$ cat src/rtl/ashc_pkg.sv
`timescale 1ns / 1ps
`default_nettype none

package ashc_pkg;

	localparam int TIME_W     = 16;
	localparam int LOC_W      = 10;
	localparam int FILL_W     = 4;
	localparam int CFG_IDX_W  = 2;
	localparam int CFG_DATA_W = 16;

	localparam logic [CFG_IDX_W-1:0] REG_MIN_TIME     = 2'd0;
	localparam logic [CFG_IDX_W-1:0] REG_MAX_TIME     = 2'd1;
	localparam logic [CFG_IDX_W-1:0] REG_MAX_CLUS_SZ  = 2'd2;

	localparam logic signed [TIME_W-1:0] MIN_TIME_RST = 16'sd0;
	localparam logic signed [TIME_W-1:0] MAX_TIME_RST = 16'sd704;
	localparam logic [FILL_W-1:0]        MAX_SZ_RST   = 4'd4;

	typedef enum logic [1:0] {
		ST_ACCEPT = 2'd0,
		ST_DEAD   = 2'd1,
		ST_LATE   = 2'd2
	} status_t;

	// classified hit, minus the strip whose width is a top-level parameter
	typedef struct packed {
		logic             ev;
		status_t          status;
		logic [LOC_W-1:0] loc;
	} hit_cls_t;

	typedef struct packed {
		logic signed [TIME_W-1:0] min_time;
		logic signed [TIME_W-1:0] max_time;
		logic [FILL_W-1:0]        max_size;
	} cfg_t;

endpackage

`default_nettype wire

$ cat src/rtl/ashc_fifo.sv
`timescale 1ns / 1ps
`default_nettype none

module ashc_fifo #(
	parameter int DATA_W = 8,
	parameter int DEPTH  = 2
) (
	input  wire logic              clk,
	input  wire logic              arst_n,
	input  wire logic              wr_en,
	input  wire logic [DATA_W-1:0] wr_data,
	output logic                   full,
	input  wire logic              rd_en,
	output logic [DATA_W-1:0]      rd_data,
	output logic                   empty
);

	localparam int PTR_W = $clog2(DEPTH);
	localparam int CNT_W = $clog2(DEPTH + 1);
	localparam logic [PTR_W-1:0] LAST_PTR = PTR_W'(DEPTH - 1);
	localparam logic [CNT_W-1:0] FULL_CNT = CNT_W'(DEPTH);

	logic [DATA_W-1:0] mem_q [DEPTH];
	logic [PTR_W-1:0]  wr_ptr_q;
	logic [PTR_W-1:0]  rd_ptr_q;
	logic [CNT_W-1:0]  cnt_q;
	logic              do_wr;
	logic              do_rd;

	assign full    = (cnt_q == FULL_CNT);
	assign empty   = (cnt_q == '0);
	assign do_wr   = wr_en && !full;
	assign do_rd   = rd_en && !empty;
	assign rd_data = mem_q[rd_ptr_q];

	always_ff @(posedge clk or negedge arst_n) begin
		if (!arst_n) begin
			wr_ptr_q <= '0;
			rd_ptr_q <= '0;
			cnt_q    <= '0;
		end else begin
			if (do_wr) begin
				wr_ptr_q <= (wr_ptr_q == LAST_PTR) ? '0 : wr_ptr_q + 1'b1;
			end
			if (do_rd) begin
				rd_ptr_q <= (rd_ptr_q == LAST_PTR) ? '0 : rd_ptr_q + 1'b1;
			end
			if (do_wr && !do_rd) begin
				cnt_q <= cnt_q + 1'b1;
			end else if (do_rd && !do_wr) begin
				cnt_q <= cnt_q - 1'b1;
			end
		end
	end

	always_ff @(posedge clk) begin
		if (do_wr) begin
			mem_q[wr_ptr_q] <= wr_data;
		end
	end

	cnt_in_range : assert property (@(posedge clk) disable iff (!arst_n)
		cnt_q <= FULL_CNT)
		else $error("queue count beyond depth");

	wr_when_full_blocked : assert property (@(posedge clk) disable iff (!arst_n)
		full && !do_rd |=> $stable(wr_ptr_q))
		else $error("write pointer moved while full");

	ptr_gap_matches_cnt : assert property (@(posedge clk) disable iff (!arst_n)
		(cnt_q == '0) |-> (wr_ptr_q == rd_ptr_q))
		else $error("pointers differ on an empty queue");

endmodule

`default_nettype wire

$ cat src/rtl/ashc_front.sv
`timescale 1ns / 1ps
`default_nettype none

module ashc_front #(
	parameter int STRIP_BITS = 8
) (
	input  wire logic                          push,
	output logic                               full,
	input  wire ashc_pkg::cfg_t                cfg,
	input  wire logic                          event_start,
	input  wire logic                          dead,
	input  wire logic signed [ashc_pkg::TIME_W-1:0] hit_time,
	input  wire logic                          arm,
	input  wire logic [1:0]                    station,
	input  wire logic [2:0]                    octant,
	input  wire logic                          half_octant,
	input  wire logic [2:0]                    radial_segment,
	input  wire logic [STRIP_BITS-1:0]         strip,
	output logic                               q_push,
	output logic [$bits(ashc_pkg::hit_cls_t)+STRIP_BITS-1:0] q_data,
	input  wire logic                          q_full
);

	import ashc_pkg::*;

	hit_cls_t cls;

	always_comb begin
		cls.ev  = event_start;
		cls.loc = {radial_segment, half_octant, octant, station, arm};
		// dead outranks the time window
		if (dead) begin
			cls.status = ST_DEAD;
		end else if (hit_time < cfg.min_time || hit_time > cfg.max_time) begin
			cls.status = ST_LATE;
		end else begin
			cls.status = ST_ACCEPT;
		end
	end

	assign full   = q_full;
	assign q_push = push && !q_full;
	assign q_data = {cls, strip};

endmodule

`default_nettype wire

$ cat src/rtl/ashc_back.sv
`timescale 1ns / 1ps
`default_nettype none

module ashc_back #(
	parameter int STRIP_BITS         = 8,
	parameter int CLUSTER_INDEX_BITS = 12
) (
	input  wire logic                            clk,
	input  wire logic                            arst_n,
	input  wire logic [ashc_pkg::FILL_W-1:0]     max_size,
	input  wire logic [$bits(ashc_pkg::hit_cls_t)+STRIP_BITS-1:0] q_data,
	input  wire logic                            q_empty,
	output logic                                 q_pop,
	input  wire logic                            pop,
	output logic                                 empty,
	output logic [1:0]                           status,
	output logic                                 new_cluster,
	output logic [CLUSTER_INDEX_BITS-1:0]        cluster_index,
	output logic [ashc_pkg::FILL_W-1:0]          fill_count,
	output logic                                 index_overflow
);

	import ashc_pkg::*;

	localparam logic [CLUSTER_INDEX_BITS-1:0] IDX_MAX = '1;

	hit_cls_t                cls;
	logic [STRIP_BITS-1:0]   strip_h;

	logic                    have_q;
	logic [LOC_W-1:0]        loc_q;
	logic [STRIP_BITS-1:0]   prev_strip_q;
	logic [FILL_W-1:0]       fill_q;
	logic [CLUSTER_INDEX_BITS-1:0] count_q;

	logic                    have_d;
	logic [LOC_W-1:0]        loc_d;
	logic [STRIP_BITS-1:0]   prev_strip_d;
	logic [FILL_W-1:0]       fill_d;
	logic [CLUSTER_INDEX_BITS-1:0] count_d;

	logic                    out_valid_q;
	status_t                 status_q;
	logic                    new_q;
	logic [CLUSTER_INDEX_BITS-1:0] idx_q;
	logic [FILL_W-1:0]       res_fill_q;
	logic                    ovf_q;

	logic                    res_new;
	logic [CLUSTER_INDEX_BITS-1:0] res_idx;
	logic [FILL_W-1:0]       res_fill;
	logic                    res_ovf;
	logic                    adjacent;
	logic                    joins;

	assign {cls, strip_h} = q_data;

	// output slot is free, or is being drained this cycle
	assign q_pop = !q_empty && (!out_valid_q || pop);

	always_comb begin
		// event start clears the state before the hit is looked at
		have_d       = cls.ev ? 1'b0 : have_q;
		loc_d        = cls.ev ? '0 : loc_q;
		prev_strip_d = cls.ev ? '0 : prev_strip_q;
		fill_d       = cls.ev ? '0 : fill_q;
		count_d      = cls.ev ? '0 : count_q;

		adjacent = ({1'b0, strip_h} == {1'b0, prev_strip_d} + 1'b1) ||
			({1'b0, prev_strip_d} == {1'b0, strip_h} + 1'b1);
		joins = have_d && (cls.loc == loc_d) && adjacent && (fill_d < max_size);

		res_new  = 1'b0;
		res_idx  = '0;
		res_fill = '0;
		res_ovf  = 1'b0;

		if (cls.status == ST_ACCEPT) begin
			if (joins) begin
				fill_d = fill_d + 1'b1;
			end else begin
				res_new = 1'b1;
				if (!have_d) begin
					count_d = '0;
				end else if (count_d == IDX_MAX) begin
					res_ovf = 1'b1;
				end else begin
					count_d = count_d + 1'b1;
				end
				fill_d = FILL_W'(1);
			end
			have_d       = 1'b1;
			loc_d        = cls.loc;
			prev_strip_d = strip_h;
			res_idx      = count_d;
			res_fill     = fill_d;
		end
	end

	always_ff @(posedge clk or negedge arst_n) begin
		if (!arst_n) begin
			have_q       <= 1'b0;
			loc_q        <= '0;
			prev_strip_q <= '0;
			fill_q       <= '0;
			count_q      <= '0;
			out_valid_q  <= 1'b0;
		end else begin
			if (q_pop) begin
				have_q       <= have_d;
				loc_q        <= loc_d;
				prev_strip_q <= prev_strip_d;
				fill_q       <= fill_d;
				count_q      <= count_d;
				out_valid_q  <= 1'b1;
			end else if (pop) begin
				out_valid_q  <= 1'b0;
			end
		end
	end

	always_ff @(posedge clk) begin
		if (q_pop) begin
			status_q   <= cls.status;
			new_q      <= res_new;
			idx_q      <= res_idx;
			res_fill_q <= res_fill;
			ovf_q      <= res_ovf;
		end
	end

	assign empty          = !out_valid_q;
	assign status         = status_q;
	assign new_cluster    = new_q;
	assign cluster_index  = idx_q;
	assign fill_count     = res_fill_q;
	assign index_overflow = ovf_q;

	ovf_only_on_new : assert property (@(posedge clk) disable iff (!arst_n)
		out_valid_q && ovf_q |-> new_q && (idx_q == IDX_MAX))
		else $error("overflow flagged without a saturated new cluster");

	reject_is_blank : assert property (@(posedge clk) disable iff (!arst_n)
		out_valid_q && (status_q != ST_ACCEPT) |->
			!new_q && !ovf_q && (idx_q == '0) && (res_fill_q == '0))
		else $error("rejected hit carries cluster data");

	accept_has_fill : assert property (@(posedge clk) disable iff (!arst_n)
		out_valid_q && (status_q == ST_ACCEPT) |-> (res_fill_q != '0) && have_q)
		else $error("accepted hit with empty cluster");

	new_restarts_fill : assert property (@(posedge clk) disable iff (!arst_n)
		q_pop && res_new |=> (fill_q == FILL_W'(1)))
		else $error("new cluster did not restart the fill count");

endmodule

`default_nettype wire

$ cat src/rtl/adjacent_strip_hit_clusterer.sv
`timescale 1ns / 1ps
`default_nettype none

// channel   direction  handshake              beat contents
// hit       in         push / full            event_start dead hit_time location strip
// result    out        empty / pop            status new_cluster cluster_index fill_count
//                                             index_overflow
// config    in         cfg_we (no wait)       cfg_index cfg_data
//
// one hit per cycle sustained while results are popped; a hit goes through the queue and
// then the result register; the front classifies into a two-beat queue, the back updates
// the cluster state and holds one result register; full rises once the queue holds two
// beats behind an unpopped result
// arst_n clears queue, result register and clustering state, and loads register defaults

module adjacent_strip_hit_clusterer #(
	parameter int STRIP_BITS         = 8,
	parameter int CLUSTER_INDEX_BITS = 12
) (
	input  wire logic                                clk,
	input  wire logic                                arst_n,
	input  wire logic                                push,
	output logic                                     full,
	input  wire logic                                event_start,
	input  wire logic                                dead,
	input  wire logic signed [ashc_pkg::TIME_W-1:0]  hit_time,
	input  wire logic                                arm,
	input  wire logic [1:0]                          station,
	input  wire logic [2:0]                          octant,
	input  wire logic                                half_octant,
	input  wire logic [2:0]                          radial_segment,
	input  wire logic [STRIP_BITS-1:0]               strip,
	output logic                                     empty,
	input  wire logic                                pop,
	output logic [1:0]                               status,
	output logic                                     new_cluster,
	output logic [CLUSTER_INDEX_BITS-1:0]            cluster_index,
	output logic [ashc_pkg::FILL_W-1:0]              fill_count,
	output logic                                     index_overflow,
	input  wire logic                                cfg_we,
	input  wire logic [ashc_pkg::CFG_IDX_W-1:0]      cfg_index,
	input  wire logic [ashc_pkg::CFG_DATA_W-1:0]     cfg_data
);

	import ashc_pkg::*;

	localparam int Q_W = $bits(hit_cls_t) + STRIP_BITS;

	cfg_t           cfg_q;
	logic           q_push;
	logic [Q_W-1:0] q_wdata;
	logic           q_full;
	logic           q_pop;
	logic [Q_W-1:0] q_rdata;
	logic           q_empty;

	always_ff @(posedge clk or negedge arst_n) begin
		if (!arst_n) begin
			cfg_q.min_time <= MIN_TIME_RST;
			cfg_q.max_time <= MAX_TIME_RST;
			cfg_q.max_size <= MAX_SZ_RST;
		end else if (cfg_we) begin
			case (cfg_index)
				REG_MIN_TIME:    cfg_q.min_time <= cfg_data;
				REG_MAX_TIME:    cfg_q.max_time <= cfg_data;
				REG_MAX_CLUS_SZ: cfg_q.max_size <= cfg_data[FILL_W-1:0];
				default: ;
			endcase
		end
	end

	ashc_front #(
		.STRIP_BITS (STRIP_BITS)
	) u_front (
		.push           (push),
		.full           (full),
		.cfg            (cfg_q),
		.event_start    (event_start),
		.dead           (dead),
		.hit_time       (hit_time),
		.arm            (arm),
		.station        (station),
		.octant         (octant),
		.half_octant    (half_octant),
		.radial_segment (radial_segment),
		.strip          (strip),
		.q_push         (q_push),
		.q_data         (q_wdata),
		.q_full         (q_full)
	);

	ashc_fifo #(
		.DATA_W (Q_W),
		.DEPTH  (2)
	) u_queue (
		.clk     (clk),
		.arst_n  (arst_n),
		.wr_en   (q_push),
		.wr_data (q_wdata),
		.full    (q_full),
		.rd_en   (q_pop),
		.rd_data (q_rdata),
		.empty   (q_empty)
	);

	ashc_back #(
		.STRIP_BITS         (STRIP_BITS),
		.CLUSTER_INDEX_BITS (CLUSTER_INDEX_BITS)
	) u_back (
		.clk            (clk),
		.arst_n         (arst_n),
		.max_size       (cfg_q.max_size),
		.q_data         (q_rdata),
		.q_empty        (q_empty),
		.q_pop          (q_pop),
		.pop            (pop),
		.empty          (empty),
		.status         (status),
		.new_cluster    (new_cluster),
		.cluster_index  (cluster_index),
		.fill_count     (fill_count),
		.index_overflow (index_overflow)
	);

endmodule

`default_nettype wire
$ cat config.mk
export PLATFORM = sky130hd
export DESIGN_NAME = adjacent_strip_hit_clusterer
export DESIGN_NICKNAME = d
export VERILOG_FILES = /design/src/rtl/ashc_pkg.sv /design/src/rtl/ashc_fifo.sv /design/src/rtl/ashc_front.sv /design/src/rtl/ashc_back.sv /design/src/rtl/adjacent_strip_hit_clusterer.sv
export SDC_FILE = /design/constraint.sdc
export NUM_CORES = 1
export LEC_CHECK = 0
export ABC_AREA = 1
export BUFFER_PORTS_ARGS = -buffer_cell sky130_fd_sc_hd__buf_2
export CAP_MARGIN = 40
export CORE_MARGIN = 2
export CORE_UTILIZATION = 40
export DETAILED_ROUTE_END_ITERATION = 16
export PLACE_DENSITY_LB_ADDON = 0.12
export SLEW_MARGIN = 20
export SYNTH_ARGS = -nofsm -noshare
export SYNTH_HDL_FRONTEND = slang
export SYNTH_HIERARCHICAL = 1
export SYNTH_SLANG_ARGS = --single-unit
$ cat constraint.sdc
create_clock -name clk -period 7.55 [get_ports clk]
set_clock_uncertainty 0.1 [all_clocks]
set_input_delay 0.755 -clock clk [delete_from_list [all_inputs] [get_ports clk]]
set_output_delay 0.755 -clock clk [all_outputs]
set_load 0.02 [all_outputs]
==> results.ini, run 1 <==
[outcome]
status = complete, no violations

[critical_path]
crit_fanout = 30
startpoint = u_queue/rd_ptr_q
startpoint_type = flop
cp.arrival_ns = 4.66
required_ns = 7.61
worstSetupPathType = flop to flop
cp-end-kind = flop
r2r_start = u_queue/rd_ptr_q

[global_routing]
grt_usage = 0.183
grt_pass1_wl_um = 32100
overflow = 0
antenna_found_initial = 0
grt_max_degree = 57
grt_pass1_vias = 6294

[clock_network]
cts.htree.levels = 4
cts_tree = yes
hold_buffers = 0
cts_inserted_buffers = 17
cts_resized = 0
clk_path_buf_depth = 2
cts_setup_buffers = 0
cts.sinks = 138
clk_latency_ns = 0.43
cts_root_buf = clkbuf_16
cts.clk_slew.worst_paths_ns = 0.07

[sta]
fin_setup_tns_ns = 0
drv_slew = 0
fin_ws_ns = 2.96
worstMarginPinSlew_ns = 0.824
min_period_ns = 4.59
finalCritPeriodShare = 0.609
rsz0062_at_grt = no
slew_headroom = 0.447
fmax_mhz = 218
finalHoldViolations = 0
setup_violations = 0

[pwr]
clock_power_share = 0.235
leakage_uw = 0.00480
swShare = 0.435
ir_drop_uv = 215
p_comb_frac = 0.439
p_int_uw = 2040
p_total_uw = 3610
power.density_nw_per_um2 = 383
p_seq_frac = 0.326
switchingPower_uw = 1570

[placement]
place_congestion = 0.858
hpwl_um = 13100
portBuffers = 80
pre_cts_ws_ns = 2.93

[synth]
synthCells = 1057
async_reset_ff_frac = 0.551
avgSynthCellArea_um2 = 7.95
synth_seq_area_share = 0.448
synthTopCellsByCount = nand2_1 (334), inv_1 (128), nand3_1 (78), nor2_1 (74), dfrtp_1 (72)
synth_area_leaders = edfxtp_1 (22%), dfrtp_1 (21%), nand2_1 (15%)
synth_largest_type_area_fraction = 0.221
netlist_area_um2 = 8410
synth_edf_count = 62
ys_ff_latch = 138
synth_area_leader_cell = edfxtp_1
synth_cell_types = 46
synth_ff_type = dfrtp_1
yosysWarningCount = 6
synth_nets = 1155
synth.most_common_cell = nand2_1

[final_layout]
area_delta_synth_final_pct = 12.3
diodes = 0
final_util = 0.453
final_nets = 1202
fillers = 2150
layout-drive-gt1-share = 0.150

[route]
final_antenna_net_count = 0
routedWlPerCell_um = 13.6
vias = 6727
drt_wl_total_um = 19000
first_pass_iters = 7
via_per_inst = 4.83
drtIter0Drc = 390
drc = 0

[floorplanning]
num_rows = 53
boundaryPins = 81
start_util = 0.404
dieArea_um2 = 22200
die_w_um = 149
fp.dieH_um = 149
core_um2 = 20800

[job]
maxCapViolations = 0

[worst_hold_path]
hp-class = input port to asynchronous set/reset pin

sequential cells by signal (all words and copies together), names as in the netlist:
| signal | cells |
|---|---|
| u_back/cluster_index | 12 |
| u_queue/rd_ptr_q | 1 |
| u_back/fill_count | 4 |
| u_back/loc_q | 10 |
| u_back/new_cluster | 1 |
| u_back/count_q | 12 |
| u_back/have_q | 1 |
| cfg_q | 36 |
| u_queue/mem_q | 42 |
| u_back/out_valid_q | 1 |
| u_back/index_overflow | 1 |
| u_back/fill_q | 4 |
| u_back/status | 2 |
| u_back/prev_strip_q | 8 |
| u_queue/cnt_q | 2 |
| u_queue/wr_ptr_q | 1 |
metrics by stage:
step / std cells / instance area (um^2) / hold slack [ns]
4_1_cts: 1392 / 9440 / 0.143
5_1_grt: 1392 / 9440 / 0.164
6_report: 1392 / 9440 / 0.149
3_5_place_dp: 1360 / 8850 / 0.357
3_3_place_gp: 1356 / 8770 / 0.353
2_1_floorplan: 1057 / 8410 / 0.342
cell usage in the layout, fill, tap and decap left out, drive strengths merged, types with 4 or more instances in the layout:
master and n:
or2 5, o21ai 36, xor2 7, xnor2 4
ha 39, clkinv 4, edfxtp 62, nand2 340
nand3 82, nor3 9, clkbuf 17, nand4 42
dfrtp 72, nand3b 6, buf 87, dfstp 4
inv 145, nor2 86, a21oi 57
path summary, 6_finish.rpt:
check,end,slack (ns),cells after the start
max,u_back/index_overflow,2.96,19
max in group asynchronous,cfg_q[2],6.54,2
min,cfg_q[31],0.15,1
min reg2reg,cfg_q[2],0.36,2
min in group clk,cfg_q[2],0.36,2
max reg2reg,u_back/index_overflow,2.96,19
power by group through the flow:
stage | Combinational, uW | Clock (uW) | Sequential [uW]
CTS | 1600 | 872 | 1180
detailed placement | 1600 | 0 | 1190
floorplan | 1180 | 0 | 1210
global placement | 1560 | 0 | 1190
finish | 1580 | 848 | 1180
global route | 1830 | 906 | 1210
logic make-up (layout without fill, tap and decap cells):
group | Yosys count | after routing | share of synthesized area
xor+xnor | 12 | 12 | 0.0143
compound gates | 102 | 102 | 0.0644
fa+ha+maj | 39 | 39 | 0.0580
flops | 138 | 138 | 0.448
buf+inv | 195 | 255 | 0.111
simple gates | 571 | 571 | 0.303
critical path: stages, from the launching register on:
cell,delay (ns)
dfrtp_1,0.83
inv_1,0.55
nand2_1,0.16
nand2_1,0.06
buf_4,0.22
inv_4,0.32
nand2_1,0.15
inv_1,0.10
ha_1,0.18
inv_1,0.06
nor2_1,0.10
nand2_1,0.08
nand3_1,0.10
nand3_1,0.09
nor2_1,0.09
nand3_1,0.08
nand2_1,0.41
nand2_2,0.34
nand2_1,0.22
nor3_1,0.06
area by class of cell:
cell class	instances	area, um^2	area share
tap	275	344	0.0365
multi-input combinational	724	3720	0.394
inverter	136	513	0.0543
timing repair buffer	87	499	0.0529
sequential	138	3770	0.399
clock buffer	17	425	0.0451
clock inverter	15	166	0.0176
metal layers:
layer	part of all wire	wire (um)	global-route usage	up-vias
met2	0.45	8520	0.279	144
met3	0.046	865	0.0327	19
met1	0.49	9360	0.267	3053
met5	0	0	0	-
met4	0.012	225	0.0495	0
li1	-	-	-	3511
Note: power is estimated with default switching activity, not from simulation.
==> inputs of run 2 (changes only) <==
- clock period: 7.55 -> 3.7 ns (I/O delays scaled with it)
==> results.ini, run 2 (synthesis gave the netlist of run 1 again) <==
[placement]
dpl_cell_area_um2 = 8930  ; +0.96%
portBuffers = 80  ; unchanged
place_congestion = 0.824  ; -4.1%
hpwl_um = 13900  ; +6.2%

[sta]
min_period_ns = 3.25  ; -1.34 ns
slew_headroom = 0.494  ; +0.0465
rsz0062_at_grt = no
setup_violations = 0  ; unchanged
finalCritPeriodShare = 0.879  ; +0.270
fmax_mhz = 308  ; +41%
fin_setup_tns_ns = 0  ; unchanged
worstMarginPinSlew_ns = 0.760  ; -0.0646 ns
drv_slew = 0  ; unchanged
finalHoldViolations = 0  ; unchanged

[clock_network]
cts.clk_slew.worst_paths_ns = 0.07  ; about the same
clk_path_buf_depth = 2  ; unchanged
cts_setup_buffers = 0  ; unchanged
cts.htree.levels = 4  ; unchanged
clk_latency_ns = 0.42  ; about the same
cts_tree = yes
cts_root_buf = clkbuf_16
cts_inserted_buffers = 17  ; unchanged
cts.sinks = 138  ; unchanged

[route]
first_pass_iters = 5  ; -2
drt_wl_total_um = 19500  ; +2.7%
drc = 0  ; unchanged
met3WireLength_um = 638  ; -26%
highest_layer = met4
routedWlPerCell_um = 13.9  ; +2.1%
final_antenna_net_count = 0  ; unchanged
drt-met1-wl_um = 9790  ; +4.6%
vias = 6729  ; +0.030%
via_per_inst = 4.81  ; -0.54%
drtIter0Drc = 404  ; +3.6%
wl_met2_um = 8880  ; +4.2%

[final_layout]
layout-drive-gt1-share = 0.155  ; +0.00516
top_register = u_queue/mem_q
final_nets = 1210  ; +0.67%
fillers = 2099  ; -2.4%
layout_common_cells = nand2_1 (334), inv_1 (128), buf_2 (79)
multi_input_area_um2 = 3720  ; unchanged
final_util = 0.458  ; +0.00505
regArea_um2 = 3770  ; unchanged
top_regs = u_queue/mem_q x42, cfg_q x36
layout_commonest_cell = nand2_1
diodes = 0  ; unchanged
fin_area_um2 = 9540  ; +1.1%
area_delta_synth_final_pct = 13.5
largest_reg_flops = 42  ; unchanged

[global_routing]
overflow = 0  ; unchanged
grt_pass1_wl_um = 32400  ; +1.0%
antenna_found_initial = 0  ; unchanged
grt_usage = 0.186  ; +0.00290
grt_max_degree = 56  ; -1.8%
grt_pass1_vias = 6353  ; +0.94%

[critical_path]
path_cells = inv_1 -> nand2_1 -> nand2_1 -> inv_4 -> nand2_1 -> inv_1 -> ha_1 -> xor2_1 -> nor2_1 -> nand3_1 -> nor2_1 -> nand3_1 -> nand2_1 -> buf_4 -> nand2_1 -> nor2_1 -> inv_1 -> nor3_1
crit_fanout = 21  ; -30%
cpMaxStageDelayCell = dfrtp_1
worstSetupPathType = flop to flop
startpoint_type = flop
cp.arrival_ns = 3.40  ; -1.26 ns
required_ns = 3.85  ; -3.76 ns
crit_top_cell = nand2_1
reg2reg_slack_ns = 0.45  ; -2.51 ns
slowest_delay_ns = 0.50  ; -0.33 ns
cp-end-kind = flop

[pwr]
leakage_uw = 0.00485  ; +1.1%
ir_drop_uv = 442  ; +110%
power.density_nw_per_um2 = 786  ; +110%

[floorplanning]
core_um2 = 20800  ; unchanged
start_util = 0.404  ; unchanged
fp.dieH_um = 149  ; unchanged
num_rows = 53  ; unchanged
dieArea_um2 = 22200  ; unchanged
die_w_um = 149  ; unchanged
boundaryPins = 81  ; unchanged

[job]
maxCapViolations = 0  ; unchanged

[worst_hold_path]
hp-class = input port to flop

[outcome]
status = complete, no violations

==> run 2: cell types whose count changed in the layout (fill, tap and decap cells not counted) <==
cell | before | now
buf_8 | 1 | 0
clkinvlp_4 | 1 | 2
inv_8 | 6 | 2
inv_6 | 6 | 8
buf_16 | 1 | 3
bufinv_16 | 1 | 2
buf_4 | 4 | 10
dlygate4sd3_1 | 0 | 1
==> run 2: final cells by class <==
| class | instances | share of cell area |
|---|---|---|
| clock buffer | 17 | 0.0446 |
| inverter | 136 | 0.0537 |
| tap | 275 | 0.0361 |
| sequential | 138 | 0.395 |
| clock inverter | 15 | 0.0185 |
| timing repair buffer | 95 | 0.0623 |
| multi-input combinational | 724 | 0.390 |
==> run 2: worst max-delay path: cells and delay by family (launching register included) <==
kind          cells  cell delay (ns)
simple gates     11             1.31
buf+inv           5             0.77
flops             1             0.50
fa+ha+maj         1             0.23
xor+xnor          1             0.16
==> run 2: worst paths after layout <==
check / endpoint / cells past startpoint / from
setup reg to reg: u_back/fill_count[2] / 18 / u_queue/rd_ptr_q
hold reg to reg: cfg_q[13] / 2 / cfg_q[13]
setup / recovery: u_back/fill_count[2] / 18 / u_queue/rd_ptr_q
hold / removal: u_queue/mem_q[1][17] / 1 / radial_segment[2]
min in group asynchronous: cfg_q[29] / 2 / arst_n
max in group asynchronous: cfg_q[10] / 3 / arst_n
==> run 2: per-stage QoR <==
step	hold WS, ns	power (uW)	worst slack (ns)	cells
after global placement	0.354	5680	0.476	1362
after global routing	0.00791	8180	0.0547	1400
after CTS	0.00837	7580	0.432	1400
final	0.0293	7500	0.449	1400
after floorplan	-0.0256	4890	0.864	1057
after detailed placement	0.279	5800	0.461	1367
==> run 2: routing by layer <==
metal,vias up,track usage
met5,-,0
met4,0,0.0457
met3,12,0.0321
met2,115,0.291
met1,3082,0.268
li1,3520,-
==> run 2: repair_timing <==
| action | CTS | global route |
|---|---|---|
| resized for setup | 0 | 0 |
| hold buffers | 1 | 0 |
| endpoints found under the hold margin | 29 | 0 |
==> run 2: power breakdown <==
part           internal [uW]  switching, uW  leakage [uW]
registers               2150            238       0.00152
logic                   1120           2250       0.00304
clock network           1020            729      0.000291
==> inputs of run 3 (changes only) <==
- BUFFER_PORTS_ARGS: -buffer_cell sky130_fd_sc_hd__buf_2 -> default
- DONT_BUFFER_PORTS: default -> 1
- MAX_ROUTING_LAYER: default -> met4
==> results.ini, run 3 (synthesis gave the netlist of run 1 again) <==
[outcome]
status = complete, no violations

[worst_hold_path]
hold_end = cfg_q[19]
holdPathStages = 2  ; +1
hold_start = cfg_we
hp-class = input port to flop

[route]
drtIter0Drc = 473  ; +17%
drc = 0  ; unchanged
drt_wl_total_um = 19600  ; +0.47%
via_per_inst = 4.86  ; +1.1%
routedWlPerCell_um = 14.3  ; +2.9%
first_pass_iters = 6  ; +1
final_antenna_net_count = 0  ; unchanged
vias = 6640  ; -1.3%

[final_layout]
layout_commonest_cell = nand2_1
fillers = 2122  ; +1.1%
layout_common_cells = nand2_1 (334), inv_1 (128), nand3_1 (78)
diodes = 0  ; unchanged
regArea_um2 = 3770  ; unchanged
final_util = 0.460  ; +0.00156
layout-drive-gt1-share = 0.0879  ; -0.0668
top_regs = u_queue/mem_q x42, cfg_q x36
top_register = u_queue/mem_q
multi_input_area_um2 = 3720  ; unchanged
largest_reg_flops = 42  ; unchanged
area_delta_synth_final_pct = 13.9
final_nets = 1177  ; -2.7%

[critical_path]
cp-end-kind = flop
startpoint_type = flop
cpMaxStageDelayCell = dfrtp_1
path_depth = 15  ; -3
slowest_delay_ns = 0.39  ; -0.11 ns
reg2reg_slack_ns = 0.51  ; +0.06 ns
worst-path-buf-inv = 3  ; -2
crit_top_cell = nand2_1
path_delay_family = simple AND/OR/NAND/NOR gates
path_cells = buf_4 -> nand2_1 -> nand2_1 -> inv_4 -> nand2_1 -> inv_1 -> ha_1 -> nand4_1 -> nor2_1 -> xor3_1 -> nand3_1 -> nand2_1 -> nand2_2 -> nand2_1 -> nor3_1
r2r.worst_path.cells = 15  ; -3
worstSetupPathType = flop to flop
cp.arrival_ns = 3.34  ; -0.06 ns
rr_endpoint = u_back/index_overflow
r2r_start = u_queue/rd_ptr_q
crit_fanout = 30  ; +43%
required_ns = 3.86  ; about the same

[floorplanning]
start_util = 0.404  ; unchanged
dieArea_um2 = 22200  ; unchanged
boundaryPins = 81  ; unchanged
fp.dieH_um = 149  ; unchanged
die_w_um = 149  ; unchanged
num_rows = 53  ; unchanged
core_um2 = 20800  ; unchanged

[clock_network]
clk_latency_ns = 0.43  ; about the same
cts_inserted_buffers = 17  ; unchanged
cts_setup_buffers = 0  ; unchanged
cts.htree.levels = 4  ; unchanged
clk_path_buf_depth = 2  ; unchanged
cts_tree = yes
cts_resized = 0  ; unchanged
cts.clk_slew.worst_paths_ns = 0.07  ; about the same
cts_root_buf = clkbuf_16
cts.sinks = 138  ; unchanged

[sta]
finalCritPeriodShare = 0.861  ; -0.0175
fmax_mhz = 314  ; +2.0%
drv_slew = 0  ; unchanged
setup_violations = 0  ; unchanged
fin_setup_tns_ns = 0  ; unchanged
fin_ws_ns = 0.514  ; +0.0648 ns
slew_headroom = 0.536  ; +0.0424
worst_hold_slack_ns = 0.0265  ; -0.00274 ns
worstMarginPinSlew_ns = 0.694  ; -0.0659 ns
min_period_ns = 3.19  ; -0.0648 ns
rsz0062_at_grt = no
finalHoldViolations = 0  ; unchanged

[pwr]
power.density_nw_per_um2 = 771  ; -1.9%
leakage_uw = 0.00470  ; -3.0%
ir_drop_uv = 378  ; -15%

[global_routing]
grt_max_degree = 77  ; +38%
use_met2 = 0.284  ; -0.00737
busiest_layer = met2
antenna_found_initial = 0  ; unchanged
grt_usage = 0.192  ; +0.00646
overflow = 0  ; unchanged
grt_pass1_wl_um = 32600  ; +0.49%
use_met3 = 0.0352  ; +0.00306
grt_pass1_vias = 6330  ; -0.36%
use_met1 = 0.274  ; +0.00620

[placement]
portBuffers = 0  ; -100%
hpwl_um = 13200  ; -5.0%
place_congestion = 0.854  ; +3.7%
pre_cts_ws_ns = 0.555  ; +0.0936 ns

[job]
maxCapViolations = 0  ; unchanged

[run 3: changes by cell type in the layout (fill, tap and decap cells not counted), moves of 2 or more]
| cell | delta |
|---|---|
| buf_16 | -2 |
| buf_2 | -79 |
| clkinv_4 | +2 |
| clkinvlp_4 | -2 |
| dlygate4sd3_1 | +45 |
| inv_6 | -4 |
| inv_8 | +4 |
[run 3: worst max-delay path by stage]
stage	startpoint	to	slack, ns
floorplan	u_queue/rd_ptr_q	u_back/cluster_index[1]	0.86
finish	u_queue/rd_ptr_q	u_back/index_overflow	0.51
CTS	u_queue/rd_ptr_q	u_back/index_overflow	0.53
global placement	u_queue/rd_ptr_q	u_back/count_q[0]	0.63
global route	u_queue/rd_ptr_q	u_back/fill_count[2]	0.19
detailed placement	u_queue/rd_ptr_q	u_back/index_overflow	0.55
[run 3: repair_timing]
| action | 4_1_cts | 5_1_grt |
|---|---|---|
| hold endpoints to repair | 151 | 0 |
| endpoints found under the setup margin | 0 | 0 |
| hold buffers | 47 | 0 |
[run 3: power breakdown]
part	leakage (uW)	switching [uW]	internal [uW]
combinational	0.00289	2090	1040
sequential	0.00152	355	2160
clock	0.000297	775	970
total	0.00470	3220	4170
[run 3: area by class of cell]
class / instances / share of cell area
clock buffers: 17 / 0.0444
inverters: 136 / 0.0536
flip-flops and latches: 138 / 0.394
repair buffers: 62 / 0.0656
clock inverters: 15 / 0.0183
multi-input cells: 724 / 0.389
well taps: 275 / 0.0359
[run 3: per-stage QoR]
| stage | instances | total power, uW | area (um^2) |
|---|---|---|---|
| global route | 1367 | 8040 | 9580 |
| global placement | 1284 | 5550 | 8430 |
| finish | 1367 | 7390 | 9580 |
| CTS | 1366 | 7470 | 9570 |
| detailed placement | 1287 | 5610 | 8480 |
| floorplan | 1057 | 4890 | 8410 |
[run 3: per-layer routing]
layer,part of all wire,vias to the layer above
li1,-,3452
met1,0.51,3024
met5,0,-
met4,0.0085,0
met3,0.039,12
met2,0.44,152
[run 3: worst register-to-register path, stage by stage (launching register included)]
cell     delay (ns)
dfrtp_1        0.39
buf_4          0.18
nand2_1        0.07
nand2_1        0.10
inv_4          0.31
nand2_1        0.16
inv_1          0.10
ha_1           0.18
nand4_1        0.18
nor2_1         0.16
xor3_1         0.24
nand3_1        0.09
nand2_1        0.09
nand2_2        0.27
nand2_1        0.21
nor3_1         0.19
